`src/sv/base32_stream_encoder_top_defines.svh`:
```
// assertion macros for the files that check their own logic
`ifndef BASE32_STREAM_ENCODER_TOP_DEFINES_SVH
`define BASE32_STREAM_ENCODER_TOP_DEFINES_SVH

// combinational condition that must hold at every edge outside reset
`define B32_ASSERT_ALWAYS(lbl, cond, msg) \
  lbl: assert property (@(posedge clk_i) disable iff (!rst_ni) (cond)) else $error(msg);

// implication checked in the cycle after the antecedent, outside reset
`define B32_ASSERT_NEXT(lbl, ante, cons, msg) \
  lbl: assert property (@(posedge clk_i) disable iff (!rst_ni) (ante) |=> (cons)) \
    else $error(msg);

`endif

```
`src/sv/b32enc_pkg.sv`:
```
package b32enc_pkg;

  localparam int ByteW         = 8;
  localparam int GroupBytes    = 5;
  localparam int GroupW        = ByteW * GroupBytes;
  localparam int HeldW         = ByteW * (GroupBytes - 1);
  localparam int CntW          = 3;
  localparam int SymW          = 5;
  localparam int CharsPerGroup = 8;
  localparam int IdxW          = 3;
  localparam int PadW          = 3;
  localparam logic [ByteW-1:0] PadChar = 8'h3D;

  localparam int QDepth = 2;
  localparam int QPtrW  = 1;
  localparam int QCntW  = 2;

  localparam int CfgAddrW  = 6;
  localparam int CfgDataW  = 64;
  localparam int AlphaWords = 4;

  // register indexes, taken from paddr[5:3]
  localparam logic [2:0] RegUseDefault = 3'd0;
  localparam logic [2:0] RegAlpha0     = 3'd1;
  localparam logic [2:0] RegAlpha1     = 3'd2;
  localparam logic [2:0] RegAlpha2     = 3'd3;
  localparam logic [2:0] RegAlpha3     = 3'd4;

  typedef struct packed {
    logic [GroupW-1:0] group;  // left-aligned, zero-filled
    logic [PadW-1:0]   npad;
    logic              eom;
  } grp_t;

  typedef struct packed {
    logic                                use_default;
    logic [AlphaWords-1:0][CfgDataW-1:0] alphabet;
  } cfg_t;

  function automatic logic [ByteW-1:0] std_char(logic [SymW-1:0] s);
    logic [ByteW-1:0] c;
    if (s < 5'd26) begin
      c = 8'h41 + {3'b000, s};
    end else begin
      c = 8'h32 + ({3'b000, s} - 8'd26);
    end
    return c;
  endfunction

  function automatic logic [PadW-1:0] pad_count(logic [CntW-1:0] cnt);
    logic [PadW-1:0] p;
    case (cnt)
      3'd1:    p = 3'd6;
      3'd2:    p = 3'd4;
      3'd3:    p = 3'd3;
      3'd4:    p = 3'd1;
      default: p = 3'd0;
    endcase
    return p;
  endfunction

endpackage

```
`src/sv/base32_stream_encoder_top.sv`:
```
// channel   direction  data                       side bits
// s_axis    in         tdata[7:0] = data_byte     tlast = end_of_message
// m_axis    out        tdata[7:0] = out_char      tlast = last_char
// apb       in/out     64-bit registers at 8*i    pready tied high
//
// a byte is taken every cycle while the group queue has room; the character
// side gives one character per cycle while the output is not stalled, eight per
// group of five bytes, so on a long message the character output sets the pace.
// a group passes the queue, then the group register, then the output register.
// reset clears the gathering state, the queue and the output valid flag.
// a stalled output holds its character; the queue lets input continue meanwhile.
`include "base32_stream_encoder_top_defines.svh"

module base32_stream_encoder_top (
  input  logic                                clk_i,
  input  logic                                rst_ni,
  input  logic                                s_axis_tvalid,
  output logic                                s_axis_tready,
  input  logic [7:0]                          s_axis_tdata,   // [7:0] data_byte
  input  logic                                s_axis_tlast,
  output logic                                m_axis_tvalid,
  input  logic                                m_axis_tready,
  output logic [7:0]                          m_axis_tdata,   // [7:0] out_char
  output logic                                m_axis_tlast,
  input  logic                                psel,
  input  logic                                penable,
  input  logic                                pwrite,
  input  logic [b32enc_pkg::CfgAddrW-1:0]     paddr,
  input  logic [b32enc_pkg::CfgDataW-1:0]     pwdata,
  output logic [b32enc_pkg::CfgDataW-1:0]     prdata,
  output logic                                pready
);

  b32enc_pkg::cfg_t              cfg_q, cfg_d;
  logic [2:0]                    reg_idx;
  logic                          cfg_wr;

  b32enc_pkg::grp_t              q_wdata;
  b32enc_pkg::grp_t              q_rdata;
  logic                          q_push;
  logic                          q_pop;
  logic                          q_full;
  logic                          q_empty;
  logic [b32enc_pkg::CntW-1:0]   held_cnt;

  assign pready  = 1'b1;
  assign reg_idx = paddr[5:3];
  assign cfg_wr  = psel && penable && pwrite && pready;

  always_comb begin
    cfg_d = cfg_q;
    if (cfg_wr) begin
      unique case (reg_idx)
        b32enc_pkg::RegUseDefault: cfg_d.use_default = pwdata[0];
        b32enc_pkg::RegAlpha0:     cfg_d.alphabet[0] = pwdata;
        b32enc_pkg::RegAlpha1:     cfg_d.alphabet[1] = pwdata;
        b32enc_pkg::RegAlpha2:     cfg_d.alphabet[2] = pwdata;
        b32enc_pkg::RegAlpha3:     cfg_d.alphabet[3] = pwdata;
        default:                   cfg_d = cfg_q;
      endcase
    end
  end

  always_comb begin
    unique case (reg_idx)
      b32enc_pkg::RegUseDefault: prdata = {63'd0, cfg_q.use_default};
      b32enc_pkg::RegAlpha0:     prdata = cfg_q.alphabet[0];
      b32enc_pkg::RegAlpha1:     prdata = cfg_q.alphabet[1];
      b32enc_pkg::RegAlpha2:     prdata = cfg_q.alphabet[2];
      b32enc_pkg::RegAlpha3:     prdata = cfg_q.alphabet[3];
      default:                   prdata = '0;
    endcase
  end

  always_ff @(posedge clk_i or negedge rst_ni) begin
    if (!rst_ni) begin
      cfg_q.use_default <= 1'b1;
      cfg_q.alphabet    <= '0;
    end else begin
      cfg_q <= cfg_d;
    end
  end

  b32enc_front u_front (
    .clk_i         (clk_i),
    .rst_ni        (rst_ni),
    .s_axis_tvalid (s_axis_tvalid),
    .s_axis_tready (s_axis_tready),
    .s_axis_tdata  (s_axis_tdata),
    .s_axis_tlast  (s_axis_tlast),
    .q_full_i      (q_full),
    .q_push_o      (q_push),
    .q_wdata_o     (q_wdata),
    .held_cnt_o    (held_cnt)
  );

  b32enc_fifo u_fifo (
    .clk_i   (clk_i),
    .rst_ni  (rst_ni),
    .push_i  (q_push),
    .wdata_i (q_wdata),
    .pop_i   (q_pop),
    .rdata_o (q_rdata),
    .full_o  (q_full),
    .empty_o (q_empty)
  );

  b32enc_back u_back (
    .clk_i         (clk_i),
    .rst_ni        (rst_ni),
    .cfg_i         (cfg_q),
    .q_rdata_i     (q_rdata),
    .q_empty_i     (q_empty),
    .q_pop_o       (q_pop),
    .m_axis_tvalid (m_axis_tvalid),
    .m_axis_tready (m_axis_tready),
    .m_axis_tdata  (m_axis_tdata),
    .m_axis_tlast  (m_axis_tlast)
  );

  `B32_ASSERT_ALWAYS(a_no_push_full, !(q_push && q_full), "group pushed into a full queue")
  `B32_ASSERT_ALWAYS(a_no_pop_empty, !(q_pop && q_empty), "group popped from an empty queue")
  `B32_ASSERT_ALWAYS(a_held_range, held_cnt <= 3'd4, "more than four bytes held")
  `B32_ASSERT_NEXT(a_push_fills, q_push && !q_pop, !q_empty, "pushed group not visible in queue")

endmodule

```
`src/sv/b32enc_front.sv`:
```
module b32enc_front (
  input  logic                            clk_i,
  input  logic                            rst_ni,
  input  logic                            s_axis_tvalid,
  output logic                            s_axis_tready,
  input  logic [b32enc_pkg::ByteW-1:0]    s_axis_tdata,
  input  logic                            s_axis_tlast,
  input  logic                            q_full_i,
  output logic                            q_push_o,
  output b32enc_pkg::grp_t                q_wdata_o,
  output logic [b32enc_pkg::CntW-1:0]     held_cnt_o
);

  logic [b32enc_pkg::HeldW-1:0]  held_q, held_d;
  logic [b32enc_pkg::CntW-1:0]   cnt_q, cnt_d;
  logic [b32enc_pkg::CntW-1:0]   cnt_inc;
  logic [b32enc_pkg::GroupW-1:0] group_raw;
  logic [b32enc_pkg::GroupW-1:0] group_aligned;
  logic                          accept;
  logic                          done;

  assign s_axis_tready = !q_full_i;
  assign accept        = s_axis_tvalid && s_axis_tready;
  assign cnt_inc       = cnt_q + 3'd1;
  assign group_raw     = {held_q, s_axis_tdata};
  assign done          = (cnt_inc == 3'(b32enc_pkg::GroupBytes)) || s_axis_tlast;

  // move the bytes present up to the top of the 40-bit group
  always_comb begin
    case (cnt_inc)
      3'd1:    group_aligned = group_raw << 32;
      3'd2:    group_aligned = group_raw << 24;
      3'd3:    group_aligned = group_raw << 16;
      3'd4:    group_aligned = group_raw << 8;
      default: group_aligned = group_raw;
    endcase
  end

  assign q_push_o        = accept && done;
  assign q_wdata_o.group = group_aligned;
  assign q_wdata_o.npad  = b32enc_pkg::pad_count(cnt_inc);
  assign q_wdata_o.eom   = s_axis_tlast;
  assign held_cnt_o      = cnt_q;

  always_comb begin
    held_d = held_q;
    cnt_d  = cnt_q;
    if (accept) begin
      if (done) begin
        held_d = '0;
        cnt_d  = '0;
      end else begin
        held_d = group_raw[b32enc_pkg::HeldW-1:0];
        cnt_d  = cnt_inc;
      end
    end
  end

  always_ff @(posedge clk_i or negedge rst_ni) begin
    if (!rst_ni) begin
      held_q <= '0;
      cnt_q  <= '0;
    end else begin
      held_q <= held_d;
      cnt_q  <= cnt_d;
    end
  end

endmodule

```
`src/sv/b32enc_fifo.sv`:
```
module b32enc_fifo (
  input  logic             clk_i,
  input  logic             rst_ni,
  input  logic             push_i,
  input  b32enc_pkg::grp_t wdata_i,
  input  logic             pop_i,
  output b32enc_pkg::grp_t rdata_o,
  output logic             full_o,
  output logic             empty_o
);

  b32enc_pkg::grp_t                mem_q [b32enc_pkg::QDepth];
  logic [b32enc_pkg::QPtrW-1:0]    wr_ptr_q, wr_ptr_d;
  logic [b32enc_pkg::QPtrW-1:0]    rd_ptr_q, rd_ptr_d;
  logic [b32enc_pkg::QCntW-1:0]    cnt_q, cnt_d;

  assign full_o  = (cnt_q == b32enc_pkg::QCntW'(b32enc_pkg::QDepth));
  assign empty_o = (cnt_q == '0);
  assign rdata_o = mem_q[rd_ptr_q];

  always_comb begin
    wr_ptr_d = wr_ptr_q;
    rd_ptr_d = rd_ptr_q;
    cnt_d    = cnt_q;
    if (push_i) begin
      wr_ptr_d = (wr_ptr_q == b32enc_pkg::QPtrW'(b32enc_pkg::QDepth - 1)) ? '0 : wr_ptr_q + 1'b1;
    end
    if (pop_i) begin
      rd_ptr_d = (rd_ptr_q == b32enc_pkg::QPtrW'(b32enc_pkg::QDepth - 1)) ? '0 : rd_ptr_q + 1'b1;
    end
    case ({push_i, pop_i})
      2'b10:   cnt_d = cnt_q + 1'b1;
      2'b01:   cnt_d = cnt_q - 1'b1;
      default: cnt_d = cnt_q;
    endcase
  end

  always_ff @(posedge clk_i) begin
    if (push_i) begin
      mem_q[wr_ptr_q] <= wdata_i;
    end
  end

  always_ff @(posedge clk_i or negedge rst_ni) begin
    if (!rst_ni) begin
      wr_ptr_q <= '0;
      rd_ptr_q <= '0;
      cnt_q    <= '0;
    end else begin
      wr_ptr_q <= wr_ptr_d;
      rd_ptr_q <= rd_ptr_d;
      cnt_q    <= cnt_d;
    end
  end

endmodule

```
`src/sv/b32enc_back.sv`:
```
module b32enc_back (
  input  logic                         clk_i,
  input  logic                         rst_ni,
  input  b32enc_pkg::cfg_t             cfg_i,
  input  b32enc_pkg::grp_t             q_rdata_i,
  input  logic                         q_empty_i,
  output logic                         q_pop_o,
  output logic                         m_axis_tvalid,
  input  logic                         m_axis_tready,
  output logic [b32enc_pkg::ByteW-1:0] m_axis_tdata,
  output logic                         m_axis_tlast
);

  logic                          active_q, active_d;
  logic [b32enc_pkg::IdxW-1:0]   idx_q, idx_d;
  logic [b32enc_pkg::GroupW-1:0] grp_q, grp_d;
  logic [b32enc_pkg::PadW-1:0]   npad_q, npad_d;
  logic                          eom_q, eom_d;
  logic                          ovalid_q, ovalid_d;
  logic [b32enc_pkg::ByteW-1:0]  ochar_q, ochar_d;
  logic                          olast_q, olast_d;

  logic                          out_free;
  logic                          advance;
  logic                          finish;
  logic                          load;
  logic                          is_pad;
  logic [b32enc_pkg::SymW-1:0]   sym;
  logic [b32enc_pkg::ByteW-1:0]  mapped;
  logic [3:0]                    pad_sum;

  assign out_free = !ovalid_q || m_axis_tready;
  assign advance  = active_q && out_free;
  assign finish   = advance && (idx_q == 3'(b32enc_pkg::CharsPerGroup - 1));
  assign load     = !q_empty_i && (!active_q || finish);
  assign q_pop_o  = load;

  // group shifts left one symbol per character, so the current symbol is on top
  assign sym     = grp_q[b32enc_pkg::GroupW-1 -: b32enc_pkg::SymW];
  assign pad_sum = {1'b0, idx_q} + {1'b0, npad_q};
  assign is_pad  = pad_sum >= 4'(b32enc_pkg::CharsPerGroup);

  always_comb begin
    if (cfg_i.use_default) begin
      mapped = b32enc_pkg::std_char(sym);
    end else begin
      mapped = cfg_i.alphabet[sym[4:3]][{sym[2:0], 3'b000} +: b32enc_pkg::ByteW];
    end
  end

  always_comb begin
    active_d = active_q;
    idx_d    = idx_q;
    grp_d    = grp_q;
    npad_d   = npad_q;
    eom_d    = eom_q;
    if (load) begin
      active_d = 1'b1;
      idx_d    = '0;
      grp_d    = q_rdata_i.group;
      npad_d   = q_rdata_i.npad;
      eom_d    = q_rdata_i.eom;
    end else if (advance) begin
      active_d = !finish;
      idx_d    = idx_q + 1'b1;
      grp_d    = grp_q << b32enc_pkg::SymW;
    end
  end

  always_comb begin
    ovalid_d = ovalid_q;
    ochar_d  = ochar_q;
    olast_d  = olast_q;
    if (advance) begin
      ovalid_d = 1'b1;
      ochar_d  = is_pad ? b32enc_pkg::PadChar : mapped;
      olast_d  = eom_q && (idx_q == 3'(b32enc_pkg::CharsPerGroup - 1));
    end else if (m_axis_tready) begin
      ovalid_d = 1'b0;
    end
  end

  always_ff @(posedge clk_i or negedge rst_ni) begin
    if (!rst_ni) begin
      active_q <= 1'b0;
      idx_q    <= '0;
      ovalid_q <= 1'b0;
    end else begin
      active_q <= active_d;
      idx_q    <= idx_d;
      ovalid_q <= ovalid_d;
    end
  end

  always_ff @(posedge clk_i) begin
    grp_q   <= grp_d;
    npad_q  <= npad_d;
    eom_q   <= eom_d;
    ochar_q <= ochar_d;
    olast_q <= olast_d;
  end

  assign m_axis_tvalid = ovalid_q;
  assign m_axis_tdata  = ochar_q;
  assign m_axis_tlast  = olast_q;

endmodule
```
`config.mk`:
```
export PLATFORM = sky130hd
export DESIGN_NAME = base32_stream_encoder_top
export DESIGN_NICKNAME = d
export VERILOG_FILES = /design/src/sv/b32enc_pkg.sv /design/src/sv/base32_stream_encoder_top.sv /design/src/sv/b32enc_front.sv /design/src/sv/b32enc_fifo.sv /design/src/sv/b32enc_back.sv
export VERILOG_INCLUDE_DIRS = /design/src /design/src/sv
export SDC_FILE = /design/constraint.sdc
export NUM_CORES = 1
export LEC_CHECK = 0
export ABC_AREA = 1
export ABC_CLOCK_PERIOD_IN_PS = 4760
export BUFFER_PORTS_ARGS = -buffer_cell sky130_fd_sc_hd__buf_2
export CAP_MARGIN = 20
export CORE_MARGIN = 2
export CORE_UTILIZATION = 50
export CTS_BUF_LIST = sky130_fd_sc_hd__clkbuf_4 sky130_fd_sc_hd__clkbuf_8
export DETAILED_ROUTE_END_ITERATION = 16
export MAX_ROUTING_LAYER = met4
export PLACE_DENSITY_LB_ADDON = 0.2
export SETUP_SLACK_MARGIN = 0.3
export SYNTH_ARGS = -nofsm -noshare
export SYNTH_HDL_FRONTEND = slang
export SYNTH_SLANG_ARGS = --single-unit
```
`constraint.sdc`:
```
create_clock -name clk_i -period 4.76 [get_ports clk_i]
set_input_delay 0 -clock clk_i [delete_from_list [all_inputs] [get_ports clk_i]]
set_output_delay 0 -clock clk_i [all_outputs]
set_load 0.01 [all_outputs]
```
==> run summary, run 1 <==
Cell Count, Final, Fillers Out -> 3,283
DRC Markers -> 0
maximum VDD drop -> 0.000380 V
clock tree buffer depth -> 3
Mapped Cells -> 2,493
vias in the first global route -> 17,700
setup bufs post-CTS -> 0
GPL Wtd Cong -> 0.874
worst setup margin -> 1.77 ns
Slew @ Worst Pin -> 1.02 ns
CP max FO -> 25
Crit Path Class -> reg2reg
Detailed Route WL -> 61,100 microns
Post-synth EDFFs -> 141
post-CTS sizing -> 0
IO Port Bufs -> 157
Die X -> 211 microns
max-slew violations -> 0
Req. time, crit path -> 5.21 ns
gr usage total -> 28.7%
first-pass GRT wire length -> 96,600 microns
Final period util -> 62.9%
DR vias -> 18,400
Avg Vias per Cell -> 5.62
pre-CTS WS -> 1.78 ns
fin util -> 59.3%
CTS Hold Bufs -> 84
layout net count -> 2,775
DIE AREA -> 44,300 sq um
Synth Flop Type -> dfrtp_1
clock period minus worst slack -> 2.99 ns
I/O pins -> 162
critical path startpoint category -> flop
Post-Syn Area -> 21,300 sq um
Placed Cells -> 3,051
placed cell area -> 22,400 sq um
endpoints failing setup -> 0
Routed Antenna Nets -> 0
Max-Cap Viols -> 0
count of cell types in the netlist -> 34
fraction of layout cells with a size suffix above 1 -> 12.7%
largest net degree at the start of global routing -> 154
post-synth net total -> 2,593
clk_lat worst skew -> 0.66 ns
leakage power -> 11.5 nW
1st-iter DRT viols -> 1,825
row count -> 75
Syn. warnings -> 0
CTS tree -> done
status -> finished clean
root buf cell -> clkbuf_8
Initial Utilization -> 50.7%
asr flop ratio synth -> 68.1%
filler cell count -> 3,626
post-synthesis register bit count -> 442
HP Class -> in2reg
fin area -> 24,900 sq um
die boundary height -> 211 microns
dpl hpwl -> 36,600 microns
CTS clk-pin slew, worst paths -> 0.06 ns
FMAX -> 334 MHz
setup tns final -> 0 ns
H-Tree Depth -> 3
Layout area overhead -> 16.9%
multi-input logic area -> 7670 sq um
Syn Area/Cell -> 8.55 sq um
TritonRoute pass-1 iters -> 8
CP endpoint kind -> flop
critical path data arrival time -> 3.44 ns
power per cell area -> 567 nW/um^2
RSZ-0062 raised after global routing -> false
final hold violation count -> 0
Worst slew margin -> 31.9%
register area -> 11,800 sq um
GRT overflow -> 0
Routed WL per cell -> 18.6 microns
initial antenna violation count -> 4
clock sink count -> 442
Core ar. -> 42,000 sq um
Max Clock Skew -> 0.0243 ns
sequential element share of the synthesized area -> 55.2%
total CTS buffers -> 76
==> cells in the final DEF (no fill, tap or decap), types with 5 or more instances in the layout <==
cell type,instances
o211ai_1,32
clkinv_2,11
nand3_1,178
inv_2,7
inv_1,318
edfxtp_1,141
a21oi_1,27
dfrtp_1,300
o21ai_1,47
xor2_1,8
o221ai_1,8
buf_2,156
o22ai_1,101
dlygate4sd3_1,83
ha_1,14
buf_4,26
nor2_1,65
nor2_4,5
o21ai_0,255
diode_2,5
a31oi_1,37
a221o_1,51
nand2_1,694
clkbuf_8,97
a221oi_1,9
clkinv_1,7
o2111ai_1,12
clkbuf_4,23
==> power breakdown <==
part	switching (mW)	leakage, nW	total [mW]	internal, mW
Combinational	3.43	5.59	4.96	1.53
Sequential	0.496	5.05	5.59	5.09
Clock	1.58	0.861	3.60	2.02
==> Yosys cell counts, types with 2 or more instances <==
library cell	count	area share, %
a21oi_1	27	0.63
a221o_1	51	2.4
a221oi_1	9	0.37
a31oi_1	37	1.1
buf_1	24	0.42
buf_2	66	1.5
clkbuf_1	77	1.4
dfrtp_1	300	35
edfxtp_1	141	20
ha_1	14	0.82
inv_1	318	5.6
inv_2	8	0.14
nand2_1	697	12
nand3_1	178	4.2
nor2_1	70	1.2
o2111ai_1	12	0.49
o211ai_1	32	1.1
o21ai_0	255	6.0
o21ai_1	47	1.1
o221ai_1	8	0.33
o22ai_1	101	3.0
o31ai_1	2	0.070
xor2_1	8	0.33
==> cell type report <==
class | count | area share (%)
tap | 539 | 2.70
clock inverter | 22 | 0.482
timing repair buffer | 272 | 7.85
antenna | 5 | 0.0502
multi-input combinational | 1556 | 30.8
inverter | 327 | 4.93
sequential | 442 | 47.2
clock buffer | 120 | 6.05
==> flip-flops by register name, summed over array words and instances, names as in the netlist <==
name / count
u_fifo.cnt_q: 2
u_front.held_q: 32
u_back.idx_q: 3
u_back.m_axis_tvalid: 1
u_back.eom_q: 1
cfg_q: 257
u_back.m_axis_tdata: 8
u_back.m_axis_tlast: 1
u_back.grp_q: 40
u_back.npad_q: 3
u_fifo.wr_ptr_q: 1
u_front.held_cnt_o: 3
u_back.active_q: 1
u_fifo.rd_ptr_q: 1
u_fifo.mem_q: 88
==> through the flow <==
stage / power, mW / hold WS, ns
3_3_place_gp: 10.3 / 0.0490
2_1_floorplan: 8.84 / -0.296
4_1_cts: 14.2 / 0.0265
5_1_grt: 15.0 / 0.0815
3_5_place_dp: 10.5 / 0.0494
6_report: 14.1 / 0.0680
==> layer usage <==
| layer | GRT usage (%) | vias to the layer above | part of all wire (%) |
|---|---|---|---|
| li1 | - | 8722 | - |
| met1 | 36.6 | 8824 | 41 |
| met2 | 45.4 | 756 | 48 |
| met3 | 5.42 | 145 | 7.7 |
| met4 | 11.3 | 0 | 3.4 |
| met5 | - | - | 0 |
==> logic make-up after synthesis <==
| kind of cell | count (synthesis) | synth area share (%) |
|---|---|---|
| AOI/OAI and AO/OA | 583 | 16.6 |
| xor gates and xnor gates | 9 | 0.370 |
| adders and majority gates | 14 | 0.821 |
| buffers and inverters | 495 | 9.12 |
| DFF | 442 | 55.2 |
| other | 1 | 0.0176 |
| and+or+nand+nor | 949 | 17.9 |
==> worst max-delay path: stages (launching register included) <==
cell and delay [ns]:
dfrtp_1 0.42, ha_1 0.23, ha_1 0.33, nand2_1 0.52, nand2_1 0.23, nor2_2 0.15, buf_4 0.28, inv_1 0.34
nor2_1 0.29
==> path summary, 6_finish.rpt <==
kind | startpoint | endpoint | slack (ns) | depth (start not counted)
worst max-delay path | u_front.held_cnt_o[0] | u_fifo.mem_q[1][9] | 1.77 | 8
worst min-delay path | pwrite | cfg_q[9] | 0.07 | 5
worst max register to register | u_front.held_cnt_o[0] | u_fifo.mem_q[1][9] | 1.77 | 8
worst min register to register | cfg_q[154] | cfg_q[154] | 0.49 | 2
max in group asynchronous | rst_ni | cfg_q[181] | 3.20 | 4
min in group asynchronous | rst_ni | u_front.held_q[7] | 0.41 | 3
No activity file was read; power rests on OpenSTA's default activity.
==> run 2, diff against run 1 <==
--- a/config.mk
+++ b/config.mk
@@ -7,7 +7,7 @@
 export NUM_CORES = 1
 export LEC_CHECK = 0
 export ABC_AREA = 1
-export ABC_CLOCK_PERIOD_IN_PS = 4760
+export ABC_CLOCK_PERIOD_IN_PS = 2830
 export BUFFER_PORTS_ARGS = -buffer_cell sky130_fd_sc_hd__buf_2
 export CAP_MARGIN = 20
 export CORE_MARGIN = 2
==> constraint.sdc (replaced) <==
create_clock -name clk_i -period 2.83 [get_ports clk_i]
set_input_delay 0 -clock clk_i [delete_from_list [all_inputs] [get_ports clk_i]]
set_output_delay 0 -clock clk_i [all_outputs]
set_load 0.01 [all_outputs]
==> run 2 against run 1 <==
  * Worst setup slack worse by 1.2 ns
  * Sequential power is 68% higher
  * Register-to-register slack worse by 1.2 ns
  * Critical path type unchanged
  * Largest power group unchanged
  * Power is 69% higher
  * Clock power is 64% higher
  * Flip-flop and latch count stayed put
  * Design area is 0.55% higher
  * Fmax is 32% higher
  * First-iteration DRC count is 2.6% lower
  * Via count hardly changed
  * Final cell count is 0.12% higher
==> run summary, run 2 (synthesized netlist as in run 1, its figures left out) <==
max-slew violations -> 0
endpoints failing setup -> 0
commonest non-fill, non-tap cell in the layout -> nand2_1
HP Class -> in2reg
DRC Markers -> 0
Routed WL per cell -> 18.7 microns
hold_sp -> s_axis_tlast
DR vias -> 18,500
CP endpoint kind -> flop
GRT overflow -> 0
Slew @ Worst Pin -> 0.728 ns
fraction of layout cells with a size suffix above 1 -> 12.9%
setup bufs post-CTS -> 0
clock sink count -> 442
maximum VDD drop -> 0.000684 V
dpl hpwl -> 37,100 microns
RSZ-0062 raised after global routing -> false
setup tns final -> 0 ns
fin area -> 25,100 sq um
Biggest register -> cfg_q
max reg flops -> 257
Initial Utilization -> 50.7%
clk_lat worst skew -> 0.65 ns
Worst slew margin -> 51.5%
clock tree buffer depth -> 3
initial antenna violation count -> 3
GPL Wtd Cong -> 0.873
filler cell count -> 3,680
1st-iter DRT viols -> 1,777
CTS clk-pin slew, worst paths -> 0.06 ns
Die X -> 211 microns
Core ar. -> 42,000 sq um
pre-CTS WS -> 0.581 ns
total CTS buffers -> 78
final hold violation count -> 0
Layout area overhead -> 17.6%
clock period minus worst slack -> 2.26 ns
root buf cell -> clkbuf_8
RR Startpoint -> u_front.held_cnt_o[0]
row count -> 75
DIE AREA -> 44,300 sq um
placed cell area -> 22,700 sq um
fin util -> 59.6%
TritonRoute pass-1 iters -> 6
H-Tree Depth -> 3
post-CTS sizing -> 0
critical path startpoint category -> flop
Detailed Route WL -> 61,400 microns
Max-Cap Viols -> 0
Final period util -> 80.0%
largest net degree at the start of global routing -> 129
layout net count -> 2,789
Routed Antenna Nets -> 0
Avg Vias per Cell -> 5.62
FMAX -> 442 MHz
IO Port Bufs -> 157
gr usage total -> 28.6%
Req. time, crit path -> 3.36 ns
die boundary height -> 211 microns
Crit Path Class -> reg2reg
vias in the first global route -> 17,800
Max Clock Skew -> 0.0179 ns
leakage power -> 11.6 nW
critical path data arrival time -> 2.79 ns
first-pass GRT wire length -> 96,700 microns
CTS tree -> done
Critical Path Start -> u_front.held_cnt_o[0]
worst setup margin -> 0.566 ns
power per cell area -> 953 nW/um^2
most frequent cells in the layout -> 694 x nand2_1, 318 x inv_1, 300 x dfrtp_1
I/O pins -> 162
status -> finished clean
CP max FO -> 5
Regs by FF count -> cfg_q (257), u_fifo.mem_q (88), u_back.grp_q (40)
==> run 2: per-stage QoR <==
step | power [mW] | hold WS, ns | std cells
2_1_floorplan | 14.9 | -0.296 | 2493
3_3_place_gp | 17.6 | 0.0283 | 3066
3_5_place_dp | 17.9 | 0.0238 | 3066
4_1_cts | 23.9 | 0.0757 | 3284
5_1_grt | 25.4 | 0.0820 | 3287
6_report | 23.9 | 0.120 | 3287
==> run 2: timing repair <==
action,4_1_cts,5_1_grt
endpoints found under the hold margin,655,0
hold buffers,82,0
endpoints found under the setup margin,0,0
==> run 2: cell type report <==
type | instances | area [sq um] | share of cell area [%]
inverter | 327 | 1230 | 4.90
clock buffer | 120 | 1450 | 5.79
sequential | 442 | 11800 | 46.9
tap | 539 | 674 | 2.69
timing repair buffer | 284 | 2170 | 8.64
antenna | 3 | 7.51 | 0.0299
clock inverter | 16 | 96.3 | 0.384
multi-input combinational | 1556 | 7680 | 30.6
==> run 2: path summary, 6_finish.rpt <==
path | to | slack [ns] | cells past startpoint
min in group asynchronous | cfg_q[48] | 0.46 | 3
max reg2reg | u_fifo.cnt_q[1] | 0.57 | 9
max in group asynchronous | cfg_q[92] | 1.39 | 4
min reg2reg | u_front.held_q[31] | 0.48 | 2
min | u_fifo.mem_q[1][0] | 0.12 | 2
max | u_fifo.cnt_q[1] | 0.57 | 9
==> run 2: power breakdown <==
group          internal [mW]  switching [mW]
combinational           2.77            5.85
sequential              8.56           0.811
clock                   3.27            2.63
total                   14.6            9.29
==> run 2: worst max-delay path, stage by stage (launching register included) <==
cell	delay [ns]
dfrtp_1	0.42
ha_1	0.26
ha_4	0.24
inv_1	0.06
a21oi_1	0.08
or2_2	0.37
ha_1	0.35
a21oi_1	0.12
o21ai_0	0.11
xor2_1	0.15
==> run 2: layer usage <==
| metal | track usage [%] | up-vias | wire [microns] |
|---|---|---|---|
| li1 | - | 8727 | - |
| met1 | 36.3 | 8804 | 25500 |
| met2 | 45.6 | 787 | 29200 |
| met3 | 4.96 | 146 | 4290 |
| met4 | 12.2 | 0 | 2390 |
| met5 | - | - | 0 |
